$ cat config.mk
export PLATFORM = sky130hd
export DESIGN_NAME = signed_int_to_decimal_ascii_unit
export DESIGN_NICKNAME = d
export VERILOG_FILES = /design/src/rtl/core/s2d_pkg.sv /design/src/rtl/core/s2d_dp.sv /design/src/rtl/core/s2d_ctrl.sv /design/src/rtl/core/signed_int_to_decimal_ascii_unit.sv
export VERILOG_INCLUDE_DIRS = /design/src /design/src/rtl/core
export SDC_FILE = /design/constraint.sdc
export NUM_CORES = 1
export LEC_CHECK = 0
export BUFFER_PORTS_ARGS = -buffer_cell sky130_fd_sc_hd__buf_2
export CORE_MARGIN = 1
export CORE_UTILIZATION = 30
export CTS_CLUSTER_SIZE = 10
export DETAILED_ROUTE_END_ITERATION = 8
export GPL_TIMING_DRIVEN = 0
export SLEW_MARGIN = 20
export SYNTH_ARGS = -nofsm -noshare
export SYNTH_HDL_FRONTEND = slang
export SYNTH_HIERARCHICAL = 1
export SYNTH_SLANG_ARGS = --single-unit
$ cat constraint.sdc
create_clock -name clk -period 5.9 [get_ports clk]
set_input_delay 1.18 -clock clk [delete_from_list [all_inputs] [get_ports clk]]
set_output_delay 1.18 -clock clk [all_outputs]
set_load 0.02 [all_outputs]
$ cat src/rtl/core/signed_int_to_decimal_ascii_unit_macros.svh
// ---------------------------------------------------------------------------
// Assertion macros shared by the decimal text unit
// Concurrent checks, sampled on clk and disabled while rst_n is low.
// ---------------------------------------------------------------------------
`ifndef SIGNED_INT_TO_DECIMAL_ASCII_UNIT_MACROS_SVH
`define SIGNED_INT_TO_DECIMAL_ASCII_UNIT_MACROS_SVH

// same-cycle implication
`define S2D_ASSERT_NOW(lbl, ante, cons, msg) \
  lbl: assert property (@(posedge clk) disable iff (!rst_n) (ante) |-> (cons)) \
    else $error(msg);

// next-cycle implication
`define S2D_ASSERT_NEXT(lbl, ante, cons, msg) \
  lbl: assert property (@(posedge clk) disable iff (!rst_n) (ante) |=> (cons)) \
    else $error(msg);

`endif

$ cat src/rtl/core/s2d_pkg.sv
// ---------------------------------------------------------------------------
// s2d_pkg
// Shared widths, characters and controller/datapath interface types.
// ---------------------------------------------------------------------------
package s2d_pkg;

  localparam int DATA_W     = 64;
  localparam int NUM_DIGITS = 20;
  localparam int BCD_W      = 4 * NUM_DIGITS;
  localparam int CHAR_W     = 8;
  localparam int BIT_CNT_W  = 6;
  localparam int DIG_CNT_W  = 5;

  localparam logic [CHAR_W-1:0] CHAR_ZERO  = 8'h30;
  localparam logic [CHAR_W-1:0] CHAR_MINUS = 8'h2d;

  typedef struct packed {
    logic load;
    logic conv_step;
    logic skip_step;
    logic emit_sign;
    logic emit_digit;
    logic last;
  } s2d_cmd_t;

  typedef struct packed {
    logic top_zero;
    logic neg;
  } s2d_status_t;

endpackage

$ cat src/rtl/core/s2d_dp.sv
// ---------------------------------------------------------------------------
// s2d_dp
// Datapath: magnitude, double-dabble BCD register and output character.
// ---------------------------------------------------------------------------
module s2d_dp (
  input  logic                         clk,
  input  logic [s2d_pkg::DATA_W-1:0]   in_value,
  input  s2d_pkg::s2d_cmd_t            cmd,
  output s2d_pkg::s2d_status_t         status,
  output logic [s2d_pkg::CHAR_W-1:0]   out_char,
  output logic                         out_last
);

  logic [s2d_pkg::DATA_W-1:0] bin_r, bin_nxt;
  logic [s2d_pkg::BCD_W-1:0]  bcd_r, bcd_nxt, bcd_adj;
  logic                       neg_r, neg_nxt;
  logic [s2d_pkg::CHAR_W-1:0] char_r, char_nxt;
  logic                       last_r, last_nxt;
  logic [3:0]                 top_digit;

  assign top_digit = bcd_r[s2d_pkg::BCD_W-1 -: 4];

  // add 3 to every digit of 5 or more before the shift
  always_comb begin
    logic [3:0] d;
    for (int i = 0; i < s2d_pkg::NUM_DIGITS; i++) begin
      d = bcd_r[4*i +: 4];
      bcd_adj[4*i +: 4] = (d >= 4'd5) ? d + 4'd3 : d;
    end
  end

  always_comb begin
    bin_nxt  = bin_r;
    bcd_nxt  = bcd_r;
    neg_nxt  = neg_r;
    char_nxt = char_r;
    last_nxt = last_r;
    if (cmd.load) begin
      neg_nxt = in_value[s2d_pkg::DATA_W-1];
      bin_nxt = in_value[s2d_pkg::DATA_W-1] ? (~in_value + 1'b1) : in_value;
      bcd_nxt = '0;
    end else if (cmd.conv_step) begin
      bcd_nxt = {bcd_adj[s2d_pkg::BCD_W-2:0], bin_r[s2d_pkg::DATA_W-1]};
      bin_nxt = {bin_r[s2d_pkg::DATA_W-2:0], 1'b0};
    end else if (cmd.skip_step) begin
      bcd_nxt = {bcd_r[s2d_pkg::BCD_W-5:0], 4'b0};
    end else if (cmd.emit_sign) begin
      char_nxt = s2d_pkg::CHAR_MINUS;
      last_nxt = 1'b0;
    end else if (cmd.emit_digit) begin
      char_nxt = s2d_pkg::CHAR_ZERO + {4'b0, top_digit};
      last_nxt = cmd.last;
      bcd_nxt  = {bcd_r[s2d_pkg::BCD_W-5:0], 4'b0};
    end
  end

  always_ff @(posedge clk) begin
    bin_r  <= bin_nxt;
    bcd_r  <= bcd_nxt;
    neg_r  <= neg_nxt;
    char_r <= char_nxt;
    last_r <= last_nxt;
  end

  assign status.top_zero = (top_digit == 4'd0);
  assign status.neg      = neg_r;
  assign out_char        = char_r;
  assign out_last        = last_r;

endmodule

$ cat src/rtl/core/s2d_ctrl.sv
// ---------------------------------------------------------------------------
// s2d_ctrl
// Controller: sequences load, 64 shift steps, zero skip, sign and digits.
// ---------------------------------------------------------------------------
`include "signed_int_to_decimal_ascii_unit_macros.svh"

module s2d_ctrl (
  input  logic                  clk,
  input  logic                  rst_n,
  input  logic                  in_tvalid,
  output logic                  in_tready,
  output logic                  out_tvalid,
  input  logic                  out_tready,
  input  s2d_pkg::s2d_status_t  status,
  output s2d_pkg::s2d_cmd_t     cmd
);

  typedef enum logic [2:0] {S_IDLE, S_CONV, S_SKIP, S_SIGN, S_EMIT} state_t;

  state_t                          state_r, state_nxt;
  logic [s2d_pkg::BIT_CNT_W-1:0]   bit_cnt_r, bit_cnt_nxt;
  logic [s2d_pkg::DIG_CNT_W-1:0]   dig_cnt_r, dig_cnt_nxt;
  logic                            out_valid_r, out_valid_nxt;
  logic                            slot_free;

  localparam logic [s2d_pkg::BIT_CNT_W-1:0] BIT_LAST =
    s2d_pkg::BIT_CNT_W'(s2d_pkg::DATA_W - 1);
  localparam logic [s2d_pkg::DIG_CNT_W-1:0] DIG_FULL =
    s2d_pkg::DIG_CNT_W'(s2d_pkg::NUM_DIGITS);
  localparam logic [s2d_pkg::DIG_CNT_W-1:0] DIG_ONE =
    s2d_pkg::DIG_CNT_W'(1);

  assign slot_free = !out_valid_r || out_tready;
  assign in_tready = (state_r == S_IDLE);
  assign out_tvalid = out_valid_r;

  always_comb begin
    state_nxt   = state_r;
    bit_cnt_nxt = bit_cnt_r;
    dig_cnt_nxt = dig_cnt_r;
    cmd         = '0;
    out_valid_nxt = out_valid_r && !out_tready;
    unique case (state_r)
      S_IDLE: begin
        if (in_tvalid) begin
          cmd.load    = 1'b1;
          bit_cnt_nxt = '0;
          state_nxt   = S_CONV;
        end
      end
      S_CONV: begin
        cmd.conv_step = 1'b1;
        bit_cnt_nxt   = bit_cnt_r + 1'b1;
        if (bit_cnt_r == BIT_LAST) begin
          dig_cnt_nxt = DIG_FULL;
          state_nxt   = S_SKIP;
        end
      end
      S_SKIP: begin
        // drop leading zero digits, keep at least one
        if (status.top_zero && dig_cnt_r != DIG_ONE) begin
          cmd.skip_step = 1'b1;
          dig_cnt_nxt   = dig_cnt_r - 1'b1;
        end else begin
          state_nxt = status.neg ? S_SIGN : S_EMIT;
        end
      end
      S_SIGN: begin
        if (slot_free) begin
          cmd.emit_sign = 1'b1;
          out_valid_nxt = 1'b1;
          state_nxt     = S_EMIT;
        end
      end
      S_EMIT: begin
        if (slot_free) begin
          cmd.emit_digit = 1'b1;
          cmd.last       = (dig_cnt_r == DIG_ONE);
          out_valid_nxt  = 1'b1;
          dig_cnt_nxt    = dig_cnt_r - 1'b1;
          if (dig_cnt_r == DIG_ONE) state_nxt = S_IDLE;
        end
      end
      default: state_nxt = S_IDLE;
    endcase
  end

  always_ff @(posedge clk) begin
    if (!rst_n) begin
      state_r     <= S_IDLE;
      bit_cnt_r   <= '0;
      dig_cnt_r   <= '0;
      out_valid_r <= 1'b0;
    end else begin
      state_r     <= state_nxt;
      bit_cnt_r   <= bit_cnt_nxt;
      dig_cnt_r   <= dig_cnt_nxt;
      out_valid_r <= out_valid_nxt;
    end
  end

  `S2D_ASSERT_NOW(a_emit_into_free_slot, cmd.emit_sign || cmd.emit_digit, !out_valid_r || out_tready, "emit over a word not yet taken")
  `S2D_ASSERT_NEXT(a_conv_to_skip, state_r == S_CONV && bit_cnt_r == BIT_LAST, state_r == S_SKIP, "conversion did not end after the last bit")
  `S2D_ASSERT_NOW(a_digits_left, state_r == S_SKIP || state_r == S_SIGN || state_r == S_EMIT, dig_cnt_r != '0, "digit count ran out while emitting")
  `S2D_ASSERT_NEXT(a_accept_starts_conv, in_tvalid && in_tready, state_r == S_CONV && bit_cnt_r == '0, "accepted word did not start conversion")

endmodule

$ cat src/rtl/core/signed_int_to_decimal_ascii_unit.sv
// ---------------------------------------------------------------------------
// signed_int_to_decimal_ascii_unit
// Signed 64-bit integer to decimal ASCII text, one character per word.
// ---------------------------------------------------------------------------
// channel | dir | tdata                  | tuser | tlast
// in_     | in  | [63:0] value (signed)  | -     | -
// out_    | out | [7:0] character        | -     | last character of the text
//
// One input word passes through an accept, the double-dabble shift steps,
// a loop that drops the leading zero digits of the magnitude (keeping at
// least one), the sign of a negative value, then one character per digit.
// The block takes no new word until the last character of the previous one
// has been issued into the output register.
// The 64-step shift loop of the BCD register takes the bulk of the time.
// rst_n is synchronous; it clears the controller and the output valid.
// Output stalls hold the current character and pause the sequencer.
// ---------------------------------------------------------------------------
module signed_int_to_decimal_ascii_unit (
  input  logic                         clk,
  input  logic                         rst_n,
  input  logic                         in_tvalid,
  output logic                         in_tready,
  input  logic [s2d_pkg::DATA_W-1:0]   in_tdata,   // [63:0] value
  output logic                         out_tvalid,
  input  logic                         out_tready,
  output logic [s2d_pkg::CHAR_W-1:0]   out_tdata,  // [7:0] character
  output logic                         out_tlast
);

  s2d_pkg::s2d_cmd_t    cmd;
  s2d_pkg::s2d_status_t status;

  s2d_ctrl u_ctrl (
    .clk        (clk),
    .rst_n      (rst_n),
    .in_tvalid  (in_tvalid),
    .in_tready  (in_tready),
    .out_tvalid (out_tvalid),
    .out_tready (out_tready),
    .status     (status),
    .cmd        (cmd)
  );

  s2d_dp u_dp (
    .clk      (clk),
    .in_value (in_tdata),
    .cmd      (cmd),
    .status   (status),
    .out_char (out_tdata),
    .out_last (out_tlast)
  );

endmodule

# Word-level counts from Yosys, hierarchy flattened
# Cells that the tools add are included.
[op_classes] add_sub_neg=24 magnitude_cmp=20 n_eq_ne=15 mux=54 bitwise_logic=4 n_reduce_logical=18
[ops] cell="$mux W80" count=4
[ops] cell="$mux W64" count=3
[ops] cell="$ge A4 B3 Y1 const B" count=20
[ops] cell="$add A4 B2 Y4 const B" count=19
[ops] cell="$mux W4" count=19
[ops] cell="$add A64 B1 Y64 const B" count=1
[ops] cell="$not A64 Y64" count=1
[ops] cell="$mux W3" count=8
[ops] cell="$mux W5" count=3
[ops] cell="$pmux W3 S5" count=1
[ops] cell="$pmux W5 S3" count=1
[ops] cell="$pmux W6 S2" count=1
[ops] cell="$mux W1" count=10
[ops] cell="$ne A2 B1 Y1 const B" count=5
[ops] cell="$mux W8" count=1
[ops] cell="$reduce_and A4 Y1" count=2
[ops] cell="$add A6 B4 Y7 const A" count=1
[ops] cell="$add A6 B1 Y6 const B" count=1
[ops] cell="$eq A3 B2 Y1 const B" count=2
[ops] cell="$eq A6 B6 Y1 const B" count=1
[ops] cell="$mux W6" count=1
[ops] cell="$reduce_and A6 Y1" count=1
[ops] cell="$reduce_bool A2 Y1" count=3
[ops] cell="$reduce_bool A3 Y1" count=2
[ops] cell="17 further kinds" count=24
[totals] register_bits=169 input_bits=68 output_inout_bits=11 elab_cells=144

# Longest topological paths before layout
[depth] ltp_word=8 depth_mapped=11 depth_no_buf=9

# Cells and area by module
# The synthesis kept the hierarchy.
[modules_own_cells] module="s2d_dp" n_inst=1 cells_per_inst=1181 area_per_inst_um2=10166.0 seq_area_each_um2=3733.6
[modules_own_cells] module="s2d_ctrl" n_inst=1 cells_per_inst=114 area_per_inst_um2=1001.0 seq_area_each_um2=300.3

# Worst setup path before layout
# No wires, ideal clock.
[synth_path] path_type="input port to flip-flop" from="input port in_tdata[18] (netlist name)" to="register u_dp/bin_r[32] (netlist name) (data pin)" setup_ps=261 t_arrival_ps=3229 required_time_ps=5639 setup_slack_ps=2410 stages=5 n_path_buf=0 cell_sequence="or4_4 -> or4b_2 -> or4_1 -> mux2i_1 -> a311o_1"
[synth_between] elab_chain_cells=4
[synth_rtl] item="start: declaration" line="signed_int_to_decimal_ascii_unit.sv:23" text="input logic [s2d_pkg::DATA_W-1:0] in_tdata,"
[synth_rtl] item="$not A64 Y64" line="s2d_dp.sv:40" text="bin_nxt = in_value[s2d_pkg::DATA_W-1] ? (~in_value + 1'b1) : in_value;"
[synth_rtl] item="$add A64 B1 Y64" line="s2d_dp.sv:40"
[synth_rtl] item="$mux W64" line="s2d_dp.sv:40"
[synth_rtl] item="$mux W64" line="s2d_dp.sv:38" text="if (cmd.load) begin"
[synth_rtl] item="net u_dp.bin_nxt, one bit" line="s2d_dp.sv:14" text="logic [s2d_pkg::DATA_W-1:0] bin_r, bin_nxt;"
[synth_rtl] item="end signal: assignment" line="s2d_dp.sv:58" text="bin_r <= bin_nxt;"
[synth_rtl] item="end: declaration" line="s2d_dp.sv:14"
# The timed path passes the listed nets, and every way through them passes these cells.
# A chain may end at the register's enable or synchronous reset.

==> summary by stage <==
Status
The flow ran to the end, and the final reports show no timing, DRC or antenna violations.

Global route
The largest net degree at the start of global routing is 46. The first global-routing pass estimated around 53000 um of wire. The initial antenna violation count was 8. The number of global-route vias before repair is approximately 10000. Across every metal layer, demand over resource in global routing totals 0.175.

For this run the aggregate overflow at the end of global routing stands at 0.

Floorplanning
The floorplan has 70 rows. The placeable core region is ~37000 um2. The die is 195 um wide. The number of top-level pins is between 70 and 80. For this configuration, the core starts out at a cell density of 0.305. Measured along the y axis, the die boundary spans between 150 and 200 um. The die covers roughly 38000 um2.

STA
The post-layout minimum cycle time is 4.13 ns. The number of endpoints with negative hold slack in the final report is 0. The post-layout worst setup margin is 1.77 ns. Setup violations remaining at the end of the flow were counted as 0. The final worst-path cycle share is 0.700. Setup repair after global routing left no endpoint under its margin. The worst pin sits at a relative slew slack of 0.251. The max-slew violation total from the final report is 0.

Adding up every negative setup slack in the final design gives 0 ns. For the final database, setup skew stands at 0.0124 ns. The maximum clock rate is about 240 MHz. At the pin with the least slew margin, the transition time is 1.11 ns.

Synthesis
The Yosys step of the flow raised 6 warnings. The count of cell types in the netlist is 84. After synthesis the cells add up to 11200 um2. The mux contribution to synthesized area is 0.0747. Of the total synthesized cell area, the portion taken by XOR and XNOR cells is 0.0463. Of all flip-flops after synthesis, the portion carrying an async set or reset was 0. By area, the combinational part of the netlist is dominated by simple AND/OR/NAND/NOR gates. The simple logic cell fraction of the synthesized area is 0.212.

The share of the yosys chip area belonging to registers is 0.361. The number of synthesized register bits is 166. Each instance of the synthesized netlist takes up on average around 8.6 um2. Among all flip-flop cells after synthesis, the most frequent one is dfxtp_1. The fraction of the mapped netlist area in compound gates came to 0.206. In this run, synthesis inferred just over 70 flip-flops with an integrated enable.

The post-synthesis cell count is 1295. The area share of fa/ha/maj cells after synthesis is 0.0493.

Worst setup path
The kind of end point of the critical path is a flop. The worst setup path is of the reg -> reg kind. The buffers plus inverters on the worst setup path is 7. The signal on the critical path passes through or3b_1, buf_6, clkinv_2, clkbuf_1, clkbuf_1, clkbuf_1, clkbuf_1, or2_4, buf_16. In this run the worst path has a maximum fanout of 45. The number of cells on the critical path is 9.

Grouping stages by cell kind, the critical path spends the most delay in buffers and inverters. The arrival time at the worst endpoint is 4.25 ns. The worst register-to-register path has a depth of 9.

STA puts the critical path data required time at 6.02 ns. STA classifies the critical path startpoint as a flop. The most frequent cell on the critical path is clkbuf_1.

The standard cell with the maximum stage delay on the critical path is clkbuf_1. For this run, the slowest stage of the critical path takes around 0.62 ns.

Routing
The overall routed net length is ~33000 um. The number of vias per cell is between 5 and 6. After the first detailed-routing iteration, the DRC count stood at 819. Once detail routing completed, the nets flagged for antenna violations numbered 0. The number of optimization iterations in the first detailed-route pass is 7. The via total after detailed routing is between 10000 and 15000. For this run, design rule violations remaining after detail routing come to 0. Dividing the detail-routed wire length by the instance count gives 17.6 um.

Placement
The count of buffers from port buffering is 74. The instance count after placement with tap cells included is between 1500 and 2000. The final HPWL from detailed placement is 23600 um. Prior to clock tree synthesis, the placed netlist has a worst setup slack of 1.62 ns. The congestion estimate from routability-driven global placement came to 0.885.

Power and ir drop
The maximum vdd drop is 260 uV. The net switching power of the design is 0.00261 W. For this design the ratio of total power to cell area is 470 nW/um2.

The share of total power dissipated in sequential elements is 0.349. Summed over all cells, the static leakage comes to 4.51 nW. Of the total power, combinational logic draws 0.473. The switching fraction of total power is 0.437. The relative contribution of the clock network to total power is 0.178.

Internal power comes to 0.00336 W.

Clocking
The total number of H-tree levels is 4. No sink is reached through more buffers than the 2 on the longest clock path. CTS saw ~170 sinks. At the later pin of the worst-skew pair, clock insertion delay measures around 0.45 ns.

The post-CTS repair timing setup buffer count is 0. The buffer type at the clock tree root is clkbuf_16. Once the clock tree was built, the resizer swapped 0 gates to a different size.

The number of clock buffers inserted by TritonCTS is 17. In this run, post-CTS hold repair placed 0 buffers. The clock-pin slew on the worst setup and hold paths is 0.07 ns.

TritonCTS built the clock tree.

Hold path
The path category of the worst min-delay check is reg -> reg. Along the worst hold path, the cell count comes to 1.

Flow run
Max-cap violations in this run came to 0.

Cells and area
The multi-input combinational cells in the finished layout cover a total of 6580 um2. Leaving out filler cells and counting taps, the final layout contains approximately 1900. The most frequent standard cell in the layout excluding fill and tap cells is nor2_1.

The final layout net count is 1502. In the layout the commonest cells are 138 x nor2_1, 110 x a21oi_1, 95 x dfxtp_1. Counting the fill cells in the layout gives 3835. The sequential cells in the finished layout cover a total of a little over 4000 um2.

The synthesis-to-finish area growth is 13.9%. The share of final-layout standard cells stronger than drive strength 1 is 0.112. The utilization after layout is 0.347.
cells by family (layout without fill, tap and decap cells):
logic type	Yosys count	after routing
AND/OR/NAND/NOR	452	452
flip-flops	166	166
AO/OA/AOI/OAI	348	348
multiplexers	81	81
buffers and inverters	143	249
other	2	8
XOR/XNOR	59	59
adder cells (fa/ha/maj)	44	44
synth_stat cells (all sizes together), types with 29 or more instances:
| cell type | count | area [um2] |
|---|---|---|
| xor2 | 29 | 254 |
| nand2 | 91 | 342 |
| clkbuf | 59 | 221 |
| ha | 44 | 551 |
| nor2 | 138 | 518 |
| a21oi | 111 | 567 |
| dfxtp | 95 | 1900 |
| mux2i | 65 | 651 |
| inv | 63 | 236 |
| nand3 | 32 | 160 |
| a211oi | 55 | 413 |
| edfxtp | 71 | 2130 |
| xnor2 | 30 | 263 |
| o21ai | 72 | 364 |
final timing paths:
check	startpoint	to	slack (ns)
max	u_ctrl/state_r[0]	u_dp/bin_r[49]	1.77
min	u_ctrl/bit_cnt_r[5]	u_ctrl/bit_cnt_r[5]	0.48
max reg2reg	u_ctrl/state_r[0]	u_dp/bin_r[49]	1.77
min reg2reg	u_ctrl/bit_cnt_r[5]	u_ctrl/bit_cnt_r[5]	0.48
sequential cells by signal, indices dropped and copies added (netlist names):
name and flops:
u_ctrl/bit_cnt_r 6, u_ctrl/state_r 3, u_dp/out_last 1, u_dp/neg_r 1, u_ctrl/out_tvalid 1, u_ctrl/dig_cnt_r 5, u_dp/bin_r 64, u_dp/bcd_r 80
u_dp/out_char 5
layout make-up:
type / count / area share
timing repair buffer: 75 / 0.0313
sequential: 166 / 0.317
multi-input combinational: 987 / 0.518
antenna: 5 / 0.000984
buffer: 78 / 0.0252
inverter: 65 / 0.0193
clock buffer: 19 / 0.0348
tap: 468 / 0.0461
clock inverter: 12 / 0.00748
routing by layer:
layer,wire length [um],share of wire,GRT usage
met1,14800,0.45,0.227
met2,15200,0.46,0.281
met3,2220,0.067,0.0406
met4,671,0.020,0.0694
met5,49,0.0015,0
metrics by stage:
stage	total power, W	hold WS, ns	instance area, um2
CTS	0.00600	0.478	12700
detailed placement	0.00491	0.463	12200
global placement	0.00481	0.454	12100
floorplan	0.00405	0.415	11200
global route	0.00641	0.528	12700
finish	0.00598	0.479	12700
power by group through the flow:
stage / Clock [W] / Sequential (W) / Combinational, W
finish: 0.00107 / 0.00208 / 0.00283
global route: 0.00114 / 0.00214 / 0.00314
CTS: 0.00109 / 0.00208 / 0.00283
detailed placement: 0 / 0.00210 / 0.00281
global placement: 0 / 0.00209 / 0.00272
floorplan: 0 / 0.00201 / 0.00204
worst reg2reg max path, cell delays in order, from the launching register on:
cell	delay, ns
dfxtp_1	0.40
or3b_1	0.39
buf_6	0.15
clkinv_2	0.10
clkbuf_1	0.37
clkbuf_1	0.50
clkbuf_1	0.44
clkbuf_1	0.62
or2_4	0.49
buf_16	0.30
Note: power is estimated with default switching activity, not from simulation.
